<file path="src/hw/rtl/periodic_task_tick_table_unit_assert.svh">
// assertion macros for the periodic task tick table
// each check samples on clk and is disabled while arst_n is low
`ifndef PERIODIC_TASK_TICK_TABLE_UNIT_ASSERT_SVH
`define PERIODIC_TASK_TICK_TABLE_UNIT_ASSERT_SVH
`ifndef SYNTHESIS
// condition holds at every edge
`define PTT_ASSERT_ALWAYS(label, cond, msg) \
	label: assert property (@(posedge clk) disable iff (!arst_n) (cond)) \
		else $error(msg);
// consequent holds in the same cycle as the antecedent
`define PTT_ASSERT_SAME(label, ante, cons, msg) \
	label: assert property (@(posedge clk) disable iff (!arst_n) (ante) |-> (cons)) \
		else $error(msg);
// consequent holds in the cycle after the antecedent
`define PTT_ASSERT_NEXT(label, ante, cons, msg) \
	label: assert property (@(posedge clk) disable iff (!arst_n) (ante) |=> (cons)) \
		else $error(msg);
`else
`define PTT_ASSERT_ALWAYS(label, cond, msg)
`define PTT_ASSERT_SAME(label, ante, cons, msg)
`define PTT_ASSERT_NEXT(label, ante, cons, msg)
`endif
`endif

</file>
<file path="src/hw/rtl/ptt_pkg.sv">
package ptt_pkg;

	// field widths
	localparam int OP_W     = 3;
	localparam int PERIOD_W = 16;
	localparam int ID_W     = 4;
	localparam int KIND_W   = 2;
	localparam int SLOT_W   = 4;

	// table size and result limit per run command
	localparam int TASK_SLOTS_DEF = 16;
	localparam int MAX_RESULTS    = 16;
	localparam int FOUND_W        = $clog2(MAX_RESULTS);

	// command codes
	typedef enum logic [OP_W-1:0] {
		OP_ADD     = 3'd0,
		OP_TICK    = 3'd1,
		OP_RUN     = 3'd2,
		OP_ENABLE  = 3'd3,
		OP_DISABLE = 3'd4
	} op_t;

	// reply codes
	typedef enum logic [KIND_W-1:0] {
		KIND_GRANTED = 2'd0,
		KIND_FULL    = 2'd1,
		KIND_DUE     = 2'd2,
		KIND_NONE    = 2'd3
	} kind_t;

	// controller to datapath
	typedef struct packed {
		logic accept;   // take the request word
		logic step;     // evaluate one slot and issue the next read
		logic finish;   // load the closing reply word
	} ctl_cmd_t;

	// datapath to controller
	typedef struct packed {
		logic scan_stall;  // a due reply is waiting on the reply register
		logic scan_stop;   // the slot being evaluated ends the scan
		logic scan_end;    // all slots read and evaluated
		logic out_free;    // reply register can take a word this cycle
		logic word_due;    // the command closes with a reply word
	} dp_stat_t;

endpackage

</file>
<file path="src/hw/rtl/periodic_task_tick_table_unit.sv">
// periodic task tick table: a table of TASK_SLOTS periodic task slots driven by commands
// request channel (req_valid/req_stall) carries one command word: op, period, task_id
// reply channel (rsp_valid/rsp_stall) carries reply words: reply_kind, slot, last
// add claims the lowest free slot and replies granted or full; tick counts down every
// active enabled slot; run replies once per due slot in index order (at most 16, the
// last one flagged) or once with nothing due; enable and disable give no reply
// enable, disable and unknown codes do not walk the table and the block is ready again at once
// add, tick and run walk the slots one per cycle, save where run pauses for a stalled
// reply, through the period and count memories; add stops at the free slot it finds,
// and the block takes the next command once the walk has ended and its closing reply
// word, if any, is loaded, which waits while the reply register is stalled
// the first reply word is registered: its slot passes the evaluation stage and the holding
// register before the reply register; a word of run waits in the holding register until
// the next due slot is found, so reply words flow at up to one per slot read
// a stalled reply holds its word; run pauses its walk while a further due word waits
// on it, other commands are still taken while a finished reply waits
// reset clears the active and enable bits of all slots and empties the reply register;
// periods and counts are written by add before they are read
`include "periodic_task_tick_table_unit_assert.svh"

module periodic_task_tick_table_unit #(
	parameter int TASK_SLOTS = ptt_pkg::TASK_SLOTS_DEF
) (
	input  logic                           clk,
	input  logic                           arst_n,
	input  logic                           req_valid,
	output logic                           req_stall,
	input  logic [ptt_pkg::OP_W-1:0]       op,
	input  logic [ptt_pkg::PERIOD_W-1:0]   period,
	input  logic [ptt_pkg::ID_W-1:0]       task_id,
	output logic                           rsp_valid,
	input  logic                           rsp_stall,
	output logic [ptt_pkg::KIND_W-1:0]     reply_kind,
	output logic [ptt_pkg::SLOT_W-1:0]     slot,
	output logic                           last
);

	ptt_pkg::ctl_cmd_t ctl;
	ptt_pkg::dp_stat_t stat;

	// sequencer
	ptt_ctrl u_ctrl (
		.clk       (clk),
		.arst_n    (arst_n),
		.req_valid (req_valid),
		.op        (op),
		.stat      (stat),
		.req_stall (req_stall),
		.ctl       (ctl)
	);

	// slot table, scan stage and reply register
	ptt_dpath #(
		.TASK_SLOTS (TASK_SLOTS)
	) u_dpath (
		.clk        (clk),
		.arst_n     (arst_n),
		.ctl        (ctl),
		.stat       (stat),
		.op         (op),
		.period     (period),
		.task_id    (task_id),
		.rsp_valid  (rsp_valid),
		.rsp_stall  (rsp_stall),
		.reply_kind (reply_kind),
		.slot       (slot),
		.last       (last)
	);

	// checks
	`PTT_ASSERT_ALWAYS(a_cmd_exclusive, $onehot0({ctl.accept, ctl.step, ctl.finish}),
		"controller commands overlap")
	`PTT_ASSERT_SAME(a_finish_room, ctl.finish, (!rsp_valid || !rsp_stall),
		"closing word loaded over a stalled reply")
	`PTT_ASSERT_NEXT(a_scan_busy, req_valid && !req_stall && (op == ptt_pkg::OP_ADD ||
		op == ptt_pkg::OP_TICK || op == ptt_pkg::OP_RUN), req_stall,
		"table walk did not start")

endmodule

</file>
<file path="src/hw/rtl/ptt_ctrl.sv">
module ptt_ctrl (
	input  logic                           clk,
	input  logic                           arst_n,
	input  logic                           req_valid,
	input  logic [ptt_pkg::OP_W-1:0]       op,
	input  ptt_pkg::dp_stat_t              stat,
	output logic                           req_stall,
	output ptt_pkg::ctl_cmd_t              ctl
);

	typedef enum logic [1:0] {
		ST_IDLE,
		ST_SCAN,
		ST_FINISH
	} state_t;

	state_t state_q;
	logic   scan_op;

	// commands that walk the slot table
	always_comb begin
		case (ptt_pkg::op_t'(op)) inside
			ptt_pkg::OP_ADD, ptt_pkg::OP_TICK, ptt_pkg::OP_RUN: scan_op = 1'b1;
			default: scan_op = 1'b0;
		endcase
	end

	// command decode
	always_comb begin
		ctl.accept = (state_q == ST_IDLE) && req_valid;
		ctl.step   = (state_q == ST_SCAN) && !stat.scan_stall;
		ctl.finish = (state_q == ST_FINISH) && stat.word_due && stat.out_free;
	end

	assign req_stall = (state_q != ST_IDLE);

	// state register
	always_ff @(posedge clk or negedge arst_n) begin
		if (!arst_n) begin
			state_q <= ST_IDLE;
		end else begin
			unique case (state_q)
				ST_IDLE: begin
					if (req_valid && scan_op) state_q <= ST_SCAN;
				end
				ST_SCAN: begin
					if (ctl.step && (stat.scan_stop || stat.scan_end)) state_q <= ST_FINISH;
				end
				ST_FINISH: begin
					if (!stat.word_due || stat.out_free) state_q <= ST_IDLE;
				end
				default: begin
					state_q <= ST_IDLE;
				end
			endcase
		end
	end

endmodule

</file>
<file path="src/hw/rtl/ptt_dpath.sv">
module ptt_dpath #(
	parameter int TASK_SLOTS = ptt_pkg::TASK_SLOTS_DEF
) (
	input  logic                           clk,
	input  logic                           arst_n,
	input  ptt_pkg::ctl_cmd_t              ctl,
	output ptt_pkg::dp_stat_t              stat,
	input  logic [ptt_pkg::OP_W-1:0]       op,
	input  logic [ptt_pkg::PERIOD_W-1:0]   period,
	input  logic [ptt_pkg::ID_W-1:0]       task_id,
	output logic                           rsp_valid,
	input  logic                           rsp_stall,
	output logic [ptt_pkg::KIND_W-1:0]     reply_kind,
	output logic [ptt_pkg::SLOT_W-1:0]     slot,
	output logic                           last
);

	localparam int IDX_W    = (TASK_SLOTS > 1) ? $clog2(TASK_SLOTS) : 1;
	localparam int PERIOD_W = ptt_pkg::PERIOD_W;
	localparam int SLOT_W   = ptt_pkg::SLOT_W;
	localparam int FOUND_W  = ptt_pkg::FOUND_W;

	// slot flags, cleared at reset
	logic [TASK_SLOTS-1:0] active_q;
	logic [TASK_SLOTS-1:0] enabled_q;

	// period and remaining count memories
	logic [PERIOD_W-1:0] per_mem [TASK_SLOTS];
	logic [PERIOD_W-1:0] rem_mem [TASK_SLOTS];

	// latched command
	ptt_pkg::op_t        op_q;
	logic [PERIOD_W-1:0] period_q;

	// scan read pointer and evaluation stage
	logic [IDX_W-1:0]    rd_idx_q;
	logic                rd_busy_q;
	logic                ev_valid_s1;
	logic [IDX_W-1:0]    ev_idx_s1;
	logic [PERIOD_W-1:0] per_s1;
	logic [PERIOD_W-1:0] rem_s1;

	// held reply slot and due count
	logic                pend_valid_q;
	logic [IDX_W-1:0]    pend_slot_q;
	logic [FOUND_W-1:0]  found_q;

	// reply register
	logic                  rsp_valid_q;
	ptt_pkg::kind_t        rsp_kind_q;
	logic [SLOT_W-1:0]     rsp_slot_q;
	logic                  rsp_last_q;

	logic                hit;
	logic                live;
	logic                commit;
	logic                push_mid;
	logic                push_word;
	logic                rd_en;
	logic                rd_last;
	logic                id_ok;
	logic [IDX_W-1:0]    id_idx;
	logic [PERIOD_W-1:0] rem_wdata;
	ptt_pkg::kind_t      fin_kind;

	// slot condition for the current command
	always_comb begin
		case (op_q)
			ptt_pkg::OP_ADD:  hit = !active_q[ev_idx_s1];
			ptt_pkg::OP_TICK: hit = active_q[ev_idx_s1] && enabled_q[ev_idx_s1];
			ptt_pkg::OP_RUN:  hit = active_q[ev_idx_s1] && enabled_q[ev_idx_s1] &&
				(rem_s1 == '0);
			default:          hit = 1'b0;
		endcase
	end

	assign live     = ev_valid_s1 && hit;
	assign commit   = ctl.step && live;
	assign push_mid = live && (op_q == ptt_pkg::OP_RUN) && pend_valid_q;
	assign rd_en    = ctl.step && rd_busy_q;
	assign rd_last  = (rd_idx_q == IDX_W'(TASK_SLOTS - 1));

	// status to controller
	always_comb begin
		stat.out_free   = !rsp_valid_q || !rsp_stall;
		stat.scan_stall = push_mid && !stat.out_free;
		stat.scan_stop  = live && ((op_q == ptt_pkg::OP_ADD) ||
			((op_q == ptt_pkg::OP_RUN) && (found_q == FOUND_W'(ptt_pkg::MAX_RESULTS - 1))));
		stat.scan_end   = !ev_valid_s1 && !rd_busy_q;
		stat.word_due   = (op_q != ptt_pkg::OP_TICK);
	end

	// new remaining count for the evaluated slot
	always_comb begin
		case (op_q)
			ptt_pkg::OP_ADD:  rem_wdata = period_q;
			ptt_pkg::OP_TICK: rem_wdata = rem_s1 - 1'b1;
			ptt_pkg::OP_RUN:  rem_wdata = per_s1;
			default:          rem_wdata = rem_s1;
		endcase
	end

	// memories: write the evaluated slot, read the next one
	always_ff @(posedge clk) begin
		if (commit && (op_q == ptt_pkg::OP_ADD)) per_mem[ev_idx_s1] <= period_q;
		if (rd_en) per_s1 <= per_mem[rd_idx_q];
	end

	always_ff @(posedge clk) begin
		if (commit) rem_mem[ev_idx_s1] <= rem_wdata;
		if (rd_en) rem_s1 <= rem_mem[rd_idx_q];
	end

	// enable and disable target
	assign id_ok  = (32'(task_id) < 32'(TASK_SLOTS));
	assign id_idx = IDX_W'(task_id);

	// slot flags
	always_ff @(posedge clk or negedge arst_n) begin
		if (!arst_n) begin
			active_q  <= '0;
			enabled_q <= '0;
		end else begin
			if (ctl.accept && id_ok && (op == ptt_pkg::OP_ENABLE)) enabled_q[id_idx] <= 1'b1;
			if (ctl.accept && id_ok && (op == ptt_pkg::OP_DISABLE)) enabled_q[id_idx] <= 1'b0;
			if (commit && (op_q == ptt_pkg::OP_ADD)) begin
				active_q[ev_idx_s1]  <= 1'b1;
				enabled_q[ev_idx_s1] <= 1'b1;
			end
		end
	end

	// command latch and scan control
	always_ff @(posedge clk or negedge arst_n) begin
		if (!arst_n) begin
			op_q         <= ptt_pkg::OP_TICK;
			period_q     <= '0;
			rd_idx_q     <= '0;
			rd_busy_q    <= 1'b0;
			ev_valid_s1  <= 1'b0;
			pend_valid_q <= 1'b0;
			found_q      <= '0;
		end else if (ctl.accept) begin
			op_q         <= ptt_pkg::op_t'(op);
			period_q     <= period;
			rd_idx_q     <= '0;
			rd_busy_q    <= 1'b1;
			ev_valid_s1  <= 1'b0;
			pend_valid_q <= 1'b0;
			found_q      <= '0;
		end else if (ctl.step) begin
			ev_valid_s1 <= rd_busy_q;
			if (rd_busy_q) begin
				if (rd_last) begin
					rd_busy_q <= 1'b0;
				end else begin
					rd_idx_q <= rd_idx_q + 1'b1;
				end
			end
			if (live && (op_q != ptt_pkg::OP_TICK)) pend_valid_q <= 1'b1;
			if (live && (op_q == ptt_pkg::OP_RUN)) found_q <= found_q + 1'b1;
		end
	end

	// slot index of the evaluation stage and the held reply
	always_ff @(posedge clk) begin
		if (rd_en) ev_idx_s1 <= rd_idx_q;
		if (commit && (op_q != ptt_pkg::OP_TICK)) pend_slot_q <= ev_idx_s1;
	end

	// closing reply word
	always_comb begin
		if (op_q == ptt_pkg::OP_ADD) begin
			fin_kind = pend_valid_q ? ptt_pkg::KIND_GRANTED : ptt_pkg::KIND_FULL;
		end else begin
			fin_kind = pend_valid_q ? ptt_pkg::KIND_DUE : ptt_pkg::KIND_NONE;
		end
	end

	assign push_word = (commit && push_mid) || ctl.finish;

	// reply register valid
	always_ff @(posedge clk or negedge arst_n) begin
		if (!arst_n) begin
			rsp_valid_q <= 1'b0;
		end else if (push_word) begin
			rsp_valid_q <= 1'b1;
		end else if (!rsp_stall) begin
			rsp_valid_q <= 1'b0;
		end
	end

	// reply register payload
	always_ff @(posedge clk) begin
		if (commit && push_mid) begin
			rsp_kind_q <= ptt_pkg::KIND_DUE;
			rsp_slot_q <= SLOT_W'(pend_slot_q);
			rsp_last_q <= 1'b0;
		end else if (ctl.finish) begin
			rsp_kind_q <= fin_kind;
			rsp_slot_q <= pend_valid_q ? SLOT_W'(pend_slot_q) : '0;
			rsp_last_q <= 1'b1;
		end
	end

	assign rsp_valid  = rsp_valid_q;
	assign reply_kind = rsp_kind_q;
	assign slot       = rsp_slot_q;
	assign last       = rsp_last_q;

endmodule

</file>
<file path="config.mk">
export PLATFORM = sky130hd
export DESIGN_NAME = periodic_task_tick_table_unit
export DESIGN_NICKNAME = d
export VERILOG_FILES = /design/src/hw/rtl/ptt_pkg.sv /design/src/hw/rtl/periodic_task_tick_table_unit.sv /design/src/hw/rtl/ptt_ctrl.sv /design/src/hw/rtl/ptt_dpath.sv
export VERILOG_INCLUDE_DIRS = /design/src /design/src/hw/rtl
export SDC_FILE = /design/constraint.sdc
export NUM_CORES = 1
export LEC_CHECK = 0
export BUFFER_PORTS_ARGS = -buffer_cell sky130_fd_sc_hd__buf_2
export CAP_MARGIN = 20
export CORE_MARGIN = 10
export CORE_UTILIZATION = 30
export CTS_BUF_LIST = sky130_fd_sc_hd__clkbuf_4
export DETAILED_ROUTE_END_ITERATION = 16
export PLACE_DENSITY_LB_ADDON = 0.05
export SYNTH_ARGS = -nofsm -noshare
export SYNTH_HDL_FRONTEND = slang
export SYNTH_SLANG_ARGS = --single-unit
</file>
<file path="constraint.sdc">
create_clock -name clk -period 7 [get_ports clk]
set_input_delay 1.4 -clock clk [delete_from_list [all_inputs] [get_ports clk]]
set_output_delay 1.4 -clock clk [all_outputs]
set_load 0.02 [all_outputs]
</file>
==> flow_summary.json, run 1 <==
{
  "outcome": "finished clean",
  "dp_hpwl_mm": 44.8,
  "leakagePower_nw": 9.60,
  "postSynthAreaPerCell_sq_um": 19.1,
  "layout.filler_cells": 7741,
  "max_cap_viol_count": 0,
  "seqCellArea_sq_mm": 0.0184,
  "cp_slowest_stage_delay_ns": 0.99,
  "global_route.usage.total_pct": 15.3,
  "areaGrowthSynthToFinish_pct": 16.9,
  "setup_slack_ns": 2.30,
  "h-tree-depth": 4,
  "fin_skew_ns": 0.0883,
  "minimum_hold_slack_ns": 0.336,
  "postCtsSetupRepairBufs": 0,
  "worstReg2RegEnd": "u_dpath.rem_mem[3][4]",
  "start_util_pct": 30.3,
  "yosys_register_bits": 624,
  "firstDrtPassIters": 5,
  "syn-instance-count": 1301,
  "layout_common_cells": "556 x edfxtp_1, 252 x clkbuf_4, 162 x mux4_2",
  "worst-slew-pin-transition_ns": 1.24,
  "cp.required_ns": 7.64,
  "dieHeight_microns": 308,
  "coreArea_sq_mm": 0.0821,
  "worst_hold_path_type": "in2async",
  "r2r_slack_ns": 2.30,
  "cts-root-buf": "clkbuf_4",
  "critical-path-slowest-cell": "dfstp_2",
  "die_area_sq_mm": 0.0948,
  "cp.arrival_ns": 5.34,
  "clock_latency_ns": 1.02,
  "antenna_found_initial": 9,
  "remaining_drc_errors": 0,
  "share_of_post_route_cells_with_drive_strength_above_1_pct": 36.6,
  "power.ir.vdd_worst_mv": 0.242,
  "layout_commonest_cell": "edfxtp_1",
  "synth.largest_area_cell": "edfxtp_1",
  "cellPowerDensity_mw_per_mm2": 439,
  "place_ws_ns": 2.39,
  "worstRegToRegCells": 8,
  "synth_top_cells_by_area": "edfxtp_1 67%, mux4_2 15%, dfrtp_1 6.4%",
  "clk_transition_reported_paths_ns": 0.07,
  "ys_seq_area_share_pct": 73.9,
  "drv_slew": 0,
  "yosysTopAreaCellShare_pct": 67.1,
  "peak_clock_frequency_supported_by_timing_mhz": 213,
  "clockBufferDepth": 3,
  "cts_hold_buffers": 0,
  "first_global_vias": 13700,
  "critical_path_class": "reg2reg",
  "ant_nets": 0,
  "routed_wl_mm": 71.8,
  "setup_viol": 0,
  "tritoncts": "built",
  "cts-buffers-inserted": 173,
  "row_count": 105,
  "yosysWarningCount": 0,
  "num_io_pins": 36,
  "grt_overflow_total": 0,
  "synth.cell_area_sq_mm": 0.0249,
  "setup.worst_path.start_class": "flip-flop",
  "synth_async_sr_flop_share_pct": 10.4,
  "cts.sinks": 624,
  "layout_min_cycle_time_ns": 4.70,
  "rr_startpoint": "u_dpath.op_q[0]",
  "worstSetupStartpoint": "u_dpath.op_q[0]",
  "finish.net_count": 1529,
  "postSynthNetCount": 1332,
  "avgViaCountPerCell": 4.99,
  "port_buffers": 35,
  "timing.final.crit_share_pct": 67.1,
  "number_of_enable_flip_flop_cells_after_synthesis": 556,
  "resized_cells_post_cts": 0,
  "worst-path-max-fanout": 38,
  "number_of_distinct_library_cell_variants_in_the_gate_level_netlist_after_synthesis": 52,
  "grt_start_max_net_pins": 74,
  "wl_per_cell_microns": 26.6,
  "finalHoldViolations": 0,
  "detailroute.via_count": 13500,
  "setup_repair_after_global_routing_missed_its_margin": "no",
  "grt_pass1_wl_mm": 102,
  "totalNegativeSetupSlack_ns": 0,
  "fp.dieW_microns": 308,
  "drt_first_iter_violations": 1119,
  "cp-endpoint": "u_dpath.rem_mem[3][4]",
  "worst_slew_margin_rel_pct": 17.2,
  "multiInputGateArea_sq_mm": 0.00627,
  "timing.critical_path.cells": "clkinv_1 > nor3_1 > a41oi_1 > nor3_1 > o21ai_2 > buf_4 > nor3_2 > buf_4",
  "place_congestion": 0.748,
  "dominantRegCellSynth": "edfxtp_1",
  "cp-end-kind": "flip-flop"
}
area by class of cell:
| type | instances | area share (%) |
|---|---|---|
| Antenna cell | 5 | 0.0431 |
| Clock buffer | 252 | 6.51 |
| Clock inverter | 52 | 1.04 |
| Inverter | 30 | 0.388 |
| Multi-Input combinational cell | 566 | 21.6 |
| Sequential cell | 624 | 63.3 |
| Tap cell | 1070 | 4.61 |
| Timing Repair Buffer | 103 | 2.51 |
where the power goes:
part	switching (W)	total [W]	internal (W)	leakage, nW
sequential	0.000598	0.00568	0.00508	5.85
combinational	0.00245	0.00380	0.00135	2.44
clock	0.00155	0.00328	0.00173	1.30
Yosys cell counts (4+ instances only):
library cell	instances
nand3_1	12
buf_1	25
buf_2	4
a211oi_1	5
and3_1	4
o21ai_0	18
nor2_1	43
nand2b_1	9
and2_1	6
ha_1	4
edfxtp_1	556
mux4_2	162
or4_1	4
inv_1	29
a21oi_1	32
a31oi_1	6
nand2_1	82
a22o_1	5
mux2i_1	5
o22ai_1	27
a222oi_1	5
mux4_1	6
clkbuf_1	51
nor2b_1	7
dfrtp_1	64
nor4_1	6
or2_2	5
nor3_1	40
o21a_1	8
o31ai_1	34
stage by stage:
stage	instance area, sq um	instances	util (%)	power [W]
final	29100	2702	35.4	0.0128
after global routing	29100	2699	35.4	0.0135
after CTS	29000	2697	35.4	0.0130
after detailed placement	26900	2393	32.7	0.00968
after global placement	26800	2390	32.6	0.00963
after floorplan	24900	1301	-	0.00759
registers in the layout (all words and copies together), names as in the netlist:
name and cells:
u_dpath.per_mem 256, u_dpath.rem_mem 256, u_dpath.active_q 16, u_dpath.enabled_q 16
u_dpath.per_s1 16, u_dpath.period_q 16, u_dpath.rem_s1 16, u_dpath.ev_idx_s1 4
u_dpath.found_q 4, u_dpath.pend_slot_q 4, u_dpath.rd_idx_q 4, u_dpath.slot 4
u_dpath.op_q 3, u_ctrl.state_q 2, u_dpath.reply_kind 2, u_dpath.ev_valid_s1 1
u_dpath.last 1, u_dpath.pend_valid_q 1, u_dpath.rd_busy_q 1, u_dpath.rsp_valid 1
worst max-delay path, delay by kind of cell, from the launching register on:
kind | cells | cell delay (ns)
AND/OR/NAND/NOR | 3 | 1.84
buffers and inverters | 3 | 1.22
flip-flops | 1 | 0.99
AO/OA/AOI/OAI | 2 | 0.28
cell families (layout without fill, tap and decap cells):
group / count (synthesis) / in the layout / share of synthesized area (%)
AOI/OAI and AO/OA: 158 / 158 / 4.24
buffers and inverters: 111 / 437 / 1.73
DFF: 624 / 624 / 73.9
muxes: 175 / 175 / 15.6
other: 0 / 5 / 0
adders and majority gates: 4 / 4 / 0.201
and+or+nand+nor: 229 / 229 / 4.31
worst min path at each step:
stage | startpoint | end | slack (ns) | cells past startpoint
final | arst_n | u_dpath.period_q[15] | 0.34 | 1
after global routing | arst_n | u_dpath.period_q[15] | 0.24 | 1
after CTS | arst_n | u_dpath.period_q[15] | 0.20 | 1
after detailed placement | u_dpath.active_q[15] | u_dpath.active_q[15] | 0.44 | 2
after global placement | u_dpath.active_q[15] | u_dpath.active_q[15] | 0.43 | 2
after floorplan | u_dpath.active_q[14] | u_dpath.active_q[14] | 0.42 | 2
per-layer routing:
metal,GRT usage [%],part of all wire [%],vias up
met5,0,0.017,-
met4,5.17,2.0,2
met3,3.92,5.5,109
met2,21.0,43,414
met1,22.9,50,7102
li1,-,-,5864
Note: power is estimated with default switching activity, not from simulation.
==> run 2, diff against run 1 <==
Clock period 7 ns to 3.89 ns, I/O delays scaled along.
==> run 2 against run 1 <==
Routed wire length rose by 1.2%. Register-to-register slack worse by 1.6 ns. Fmax is 45% higher. Clock power rose by 83%. Largest cell class unchanged. First-iteration DRC count is 2.8% lower. Sequential share of layout area fell by 0.86 points.
==> flow_summary.json, run 2 (synthesized netlist as in run 1, its figures left out) <==
{
  "rr_startpoint": "u_dpath.ev_idx_s1[0]",
  "placed_cells_incl_taps": 2415,
  "cp.required_ns": 4.57,
  "coreArea_sq_mm": 0.0821,
  "leakagePower_nw": 9.82,
  "minimum_hold_slack_ns": 0.126,
  "place_ws_ns": 0.663,
  "totalNegativeSetupSlack_ns": 0,
  "max_cap_viol_count": 0,
  "finalHoldViolations": 0,
  "clockBufferDepth": 3,
  "power.ir.vdd_worst_mv": 0.378,
  "die_area_sq_mm": 0.0948,
  "fp.dieW_microns": 308,
  "top_regs": "u_dpath.per_mem x256, u_dpath.rem_mem x256",
  "layout_min_cycle_time_ns": 3.23,
  "setup_viol": 0,
  "worst_slew_margin_rel_pct": 28.1,
  "grt_overflow_total": 0,
  "layout_common_cells": "556 x edfxtp_1, 261 x clkbuf_4, 162 x mux4_2",
  "cp-end-kind": "flip-flop",
  "crit_path_frequent_cell": "buf_4",
  "worst-path-max-fanout": 17,
  "port_buffers": 35,
  "layout.filler_cells": 7702,
  "dp_hpwl_mm": 47.4,
  "dieHeight_microns": 308,
  "timing.hold.worst_endpoint": "u_dpath.period_q[1]",
  "worst_hold_path_type": "in2reg",
  "firstDrtPassIters": 5,
  "resized_cells_post_cts": 0,
  "cts-root-buf": "clkbuf_4",
  "cts-buffers-inserted": 173,
  "grt_start_max_net_pins": 66,
  "row_count": 105,
  "clock_latency_ns": 1.00,
  "timing.hold.worst_path_depth": 3,
  "cp.arrival_ns": 3.91,
  "cellPowerDensity_mw_per_mm2": 787,
  "fin_skew_ns": 0.0805,
  "worstSetupStartpoint": "u_dpath.ev_idx_s1[0]",
  "r2r_slack_ns": 0.66,
  "routed_wl_mm": 72.7,
  "tritoncts": "built",
  "timing.critical_path.cells": "buf_4 > mux4_2 > o211a_1 > nor3_1 > buf_4 > o21ai_2 > buf_4 > nor3_2 > buf_4",
  "timing.final.crit_share_pct": 83.1,
  "drt_first_iter_violations": 1088,
  "worst-slew-pin-transition_ns": 1.08,
  "outcome": "finished clean",
  "cp_slowest_stage_delay_ns": 0.52,
  "place_congestion": 0.756,
  "layout_commonest_cell": "edfxtp_1",
  "share_of_post_route_cells_with_drive_strength_above_1_pct": 37.4,
  "critical_path_class": "reg2reg",
  "setup_repair_after_global_routing_missed_its_margin": "no",
  "detailroute.via_count": 13700,
  "finish.net_count": 1569,
  "drv_slew": 0,
  "avgViaCountPerCell": 4.99,
  "post_layout_nonfiller_instances": 2742,
  "wl_per_cell_microns": 26.5,
  "grt_pass1_wl_mm": 103,
  "setup_slack_ns": 0.657,
  "cts.sinks": 624,
  "worstRegToRegCells": 9,
  "h-tree-depth": 4,
  "hp-start": "period[1]",
  "areaGrowthSynthToFinish_pct": 18.5,
  "worstReg2RegEnd": "u_dpath.rem_mem[6][0]",
  "antenna_found_initial": 9,
  "peak_clock_frequency_supported_by_timing_mhz": 309,
  "global_route.usage.total_pct": 15.4,
  "num_io_pins": 36,
  "first_global_vias": 14100,
  "clk_transition_reported_paths_ns": 0.06,
  "setup.worst_path.start_class": "flip-flop",
  "critical-path-slowest-cell": "edfxtp_1",
  "ant_nets": 0,
  "start_util_pct": 30.3,
  "remaining_drc_errors": 0
}
## run 2: changes by cell type in the layout (fill, tap and decap cells not counted), moves of 2 or more
cell           delta
clkbuf_4          +9
clkinv_1          -9
dlygate4sd3_1    +18
buf_12            +4
clkinv_2          +2
buf_8             -2
buf_4            +20
## run 2: stage by stage
stage	total power, W	utilization [%]	cell area, sq um
floorplan	0.0137	-	24900
global route	0.0244	35.9	29400
detailed placement	0.0175	32.9	27000
finish	0.0232	35.9	29500
global placement	0.0176	32.9	27000
CTS	0.0237	35.9	29400
## run 2: timing repair
| item | 4_1_cts | 5_1_grt |
|---|---|---|
| hold buffers | 18 | 0 |
| endpoints found under the hold margin | 81 | 0 |
| setup buffers | 0 | 0 |
| endpoints found under the setup margin | 0 | 0 |
## run 2: where the power goes
| part | internal, W | switching, W |
|---|---|---|
| logic | 0.00254 | 0.00448 |
| registers | 0.00914 | 0.00105 |
| clock network | 0.00320 | 0.00279 |
| total | 0.0149 | 0.00831 |
## run 2: area by class of cell
class                      count  area [sq um]  area share, %
tap                         1070          1340           4.54
multi-input combinational    566          6260           21.2
sequential                   624         18400           62.5
inverter                      30           113          0.382
antenna                        4          10.0         0.0340
clock inverter                44           274          0.930
clock buffer                 261          1960           6.65
timing repair buffer         143          1110           3.76
## run 2: critical path, delay by kind of cell (launching register included)
| family | cells | cell delay [ns] |
|---|---|---|
| simple gates | 2 | 0.62 |
| mux | 1 | 0.50 |
| compound gates | 2 | 0.36 |
| buf+inv | 4 | 0.89 |
| flops | 1 | 0.52 |
## run 2: per-layer routing
| metal | track usage, % | wire length [microns] | vias to the layer above |
|---|---|---|---|
| met1 | 22.7 | 35800 | 7174 |
| li1 | - | - | 5942 |
| met5 | 0 | 0 | - |
| met2 | 21.8 | 31100 | 448 |
| met4 | 5.54 | 1840 | 0 |
| met3 | 3.78 | 3950 | 113 |
## run 2: how the worst max path moves through the flow
stage	slack (ns)	depth (start not counted)	endpoint
2_1_floorplan	0.16	8	u_dpath.rem_mem[0][0]
3_3_place_gp	0.68	8	u_dpath.rem_mem[6][3]
3_5_place_dp	0.66	8	u_dpath.rem_mem[6][15]
4_1_cts	0.65	9	u_dpath.rem_mem[6][0]
5_1_grt	0.47	8	u_dpath.rem_mem[6][0]
6_report	0.66	9	u_dpath.rem_mem[6][0]
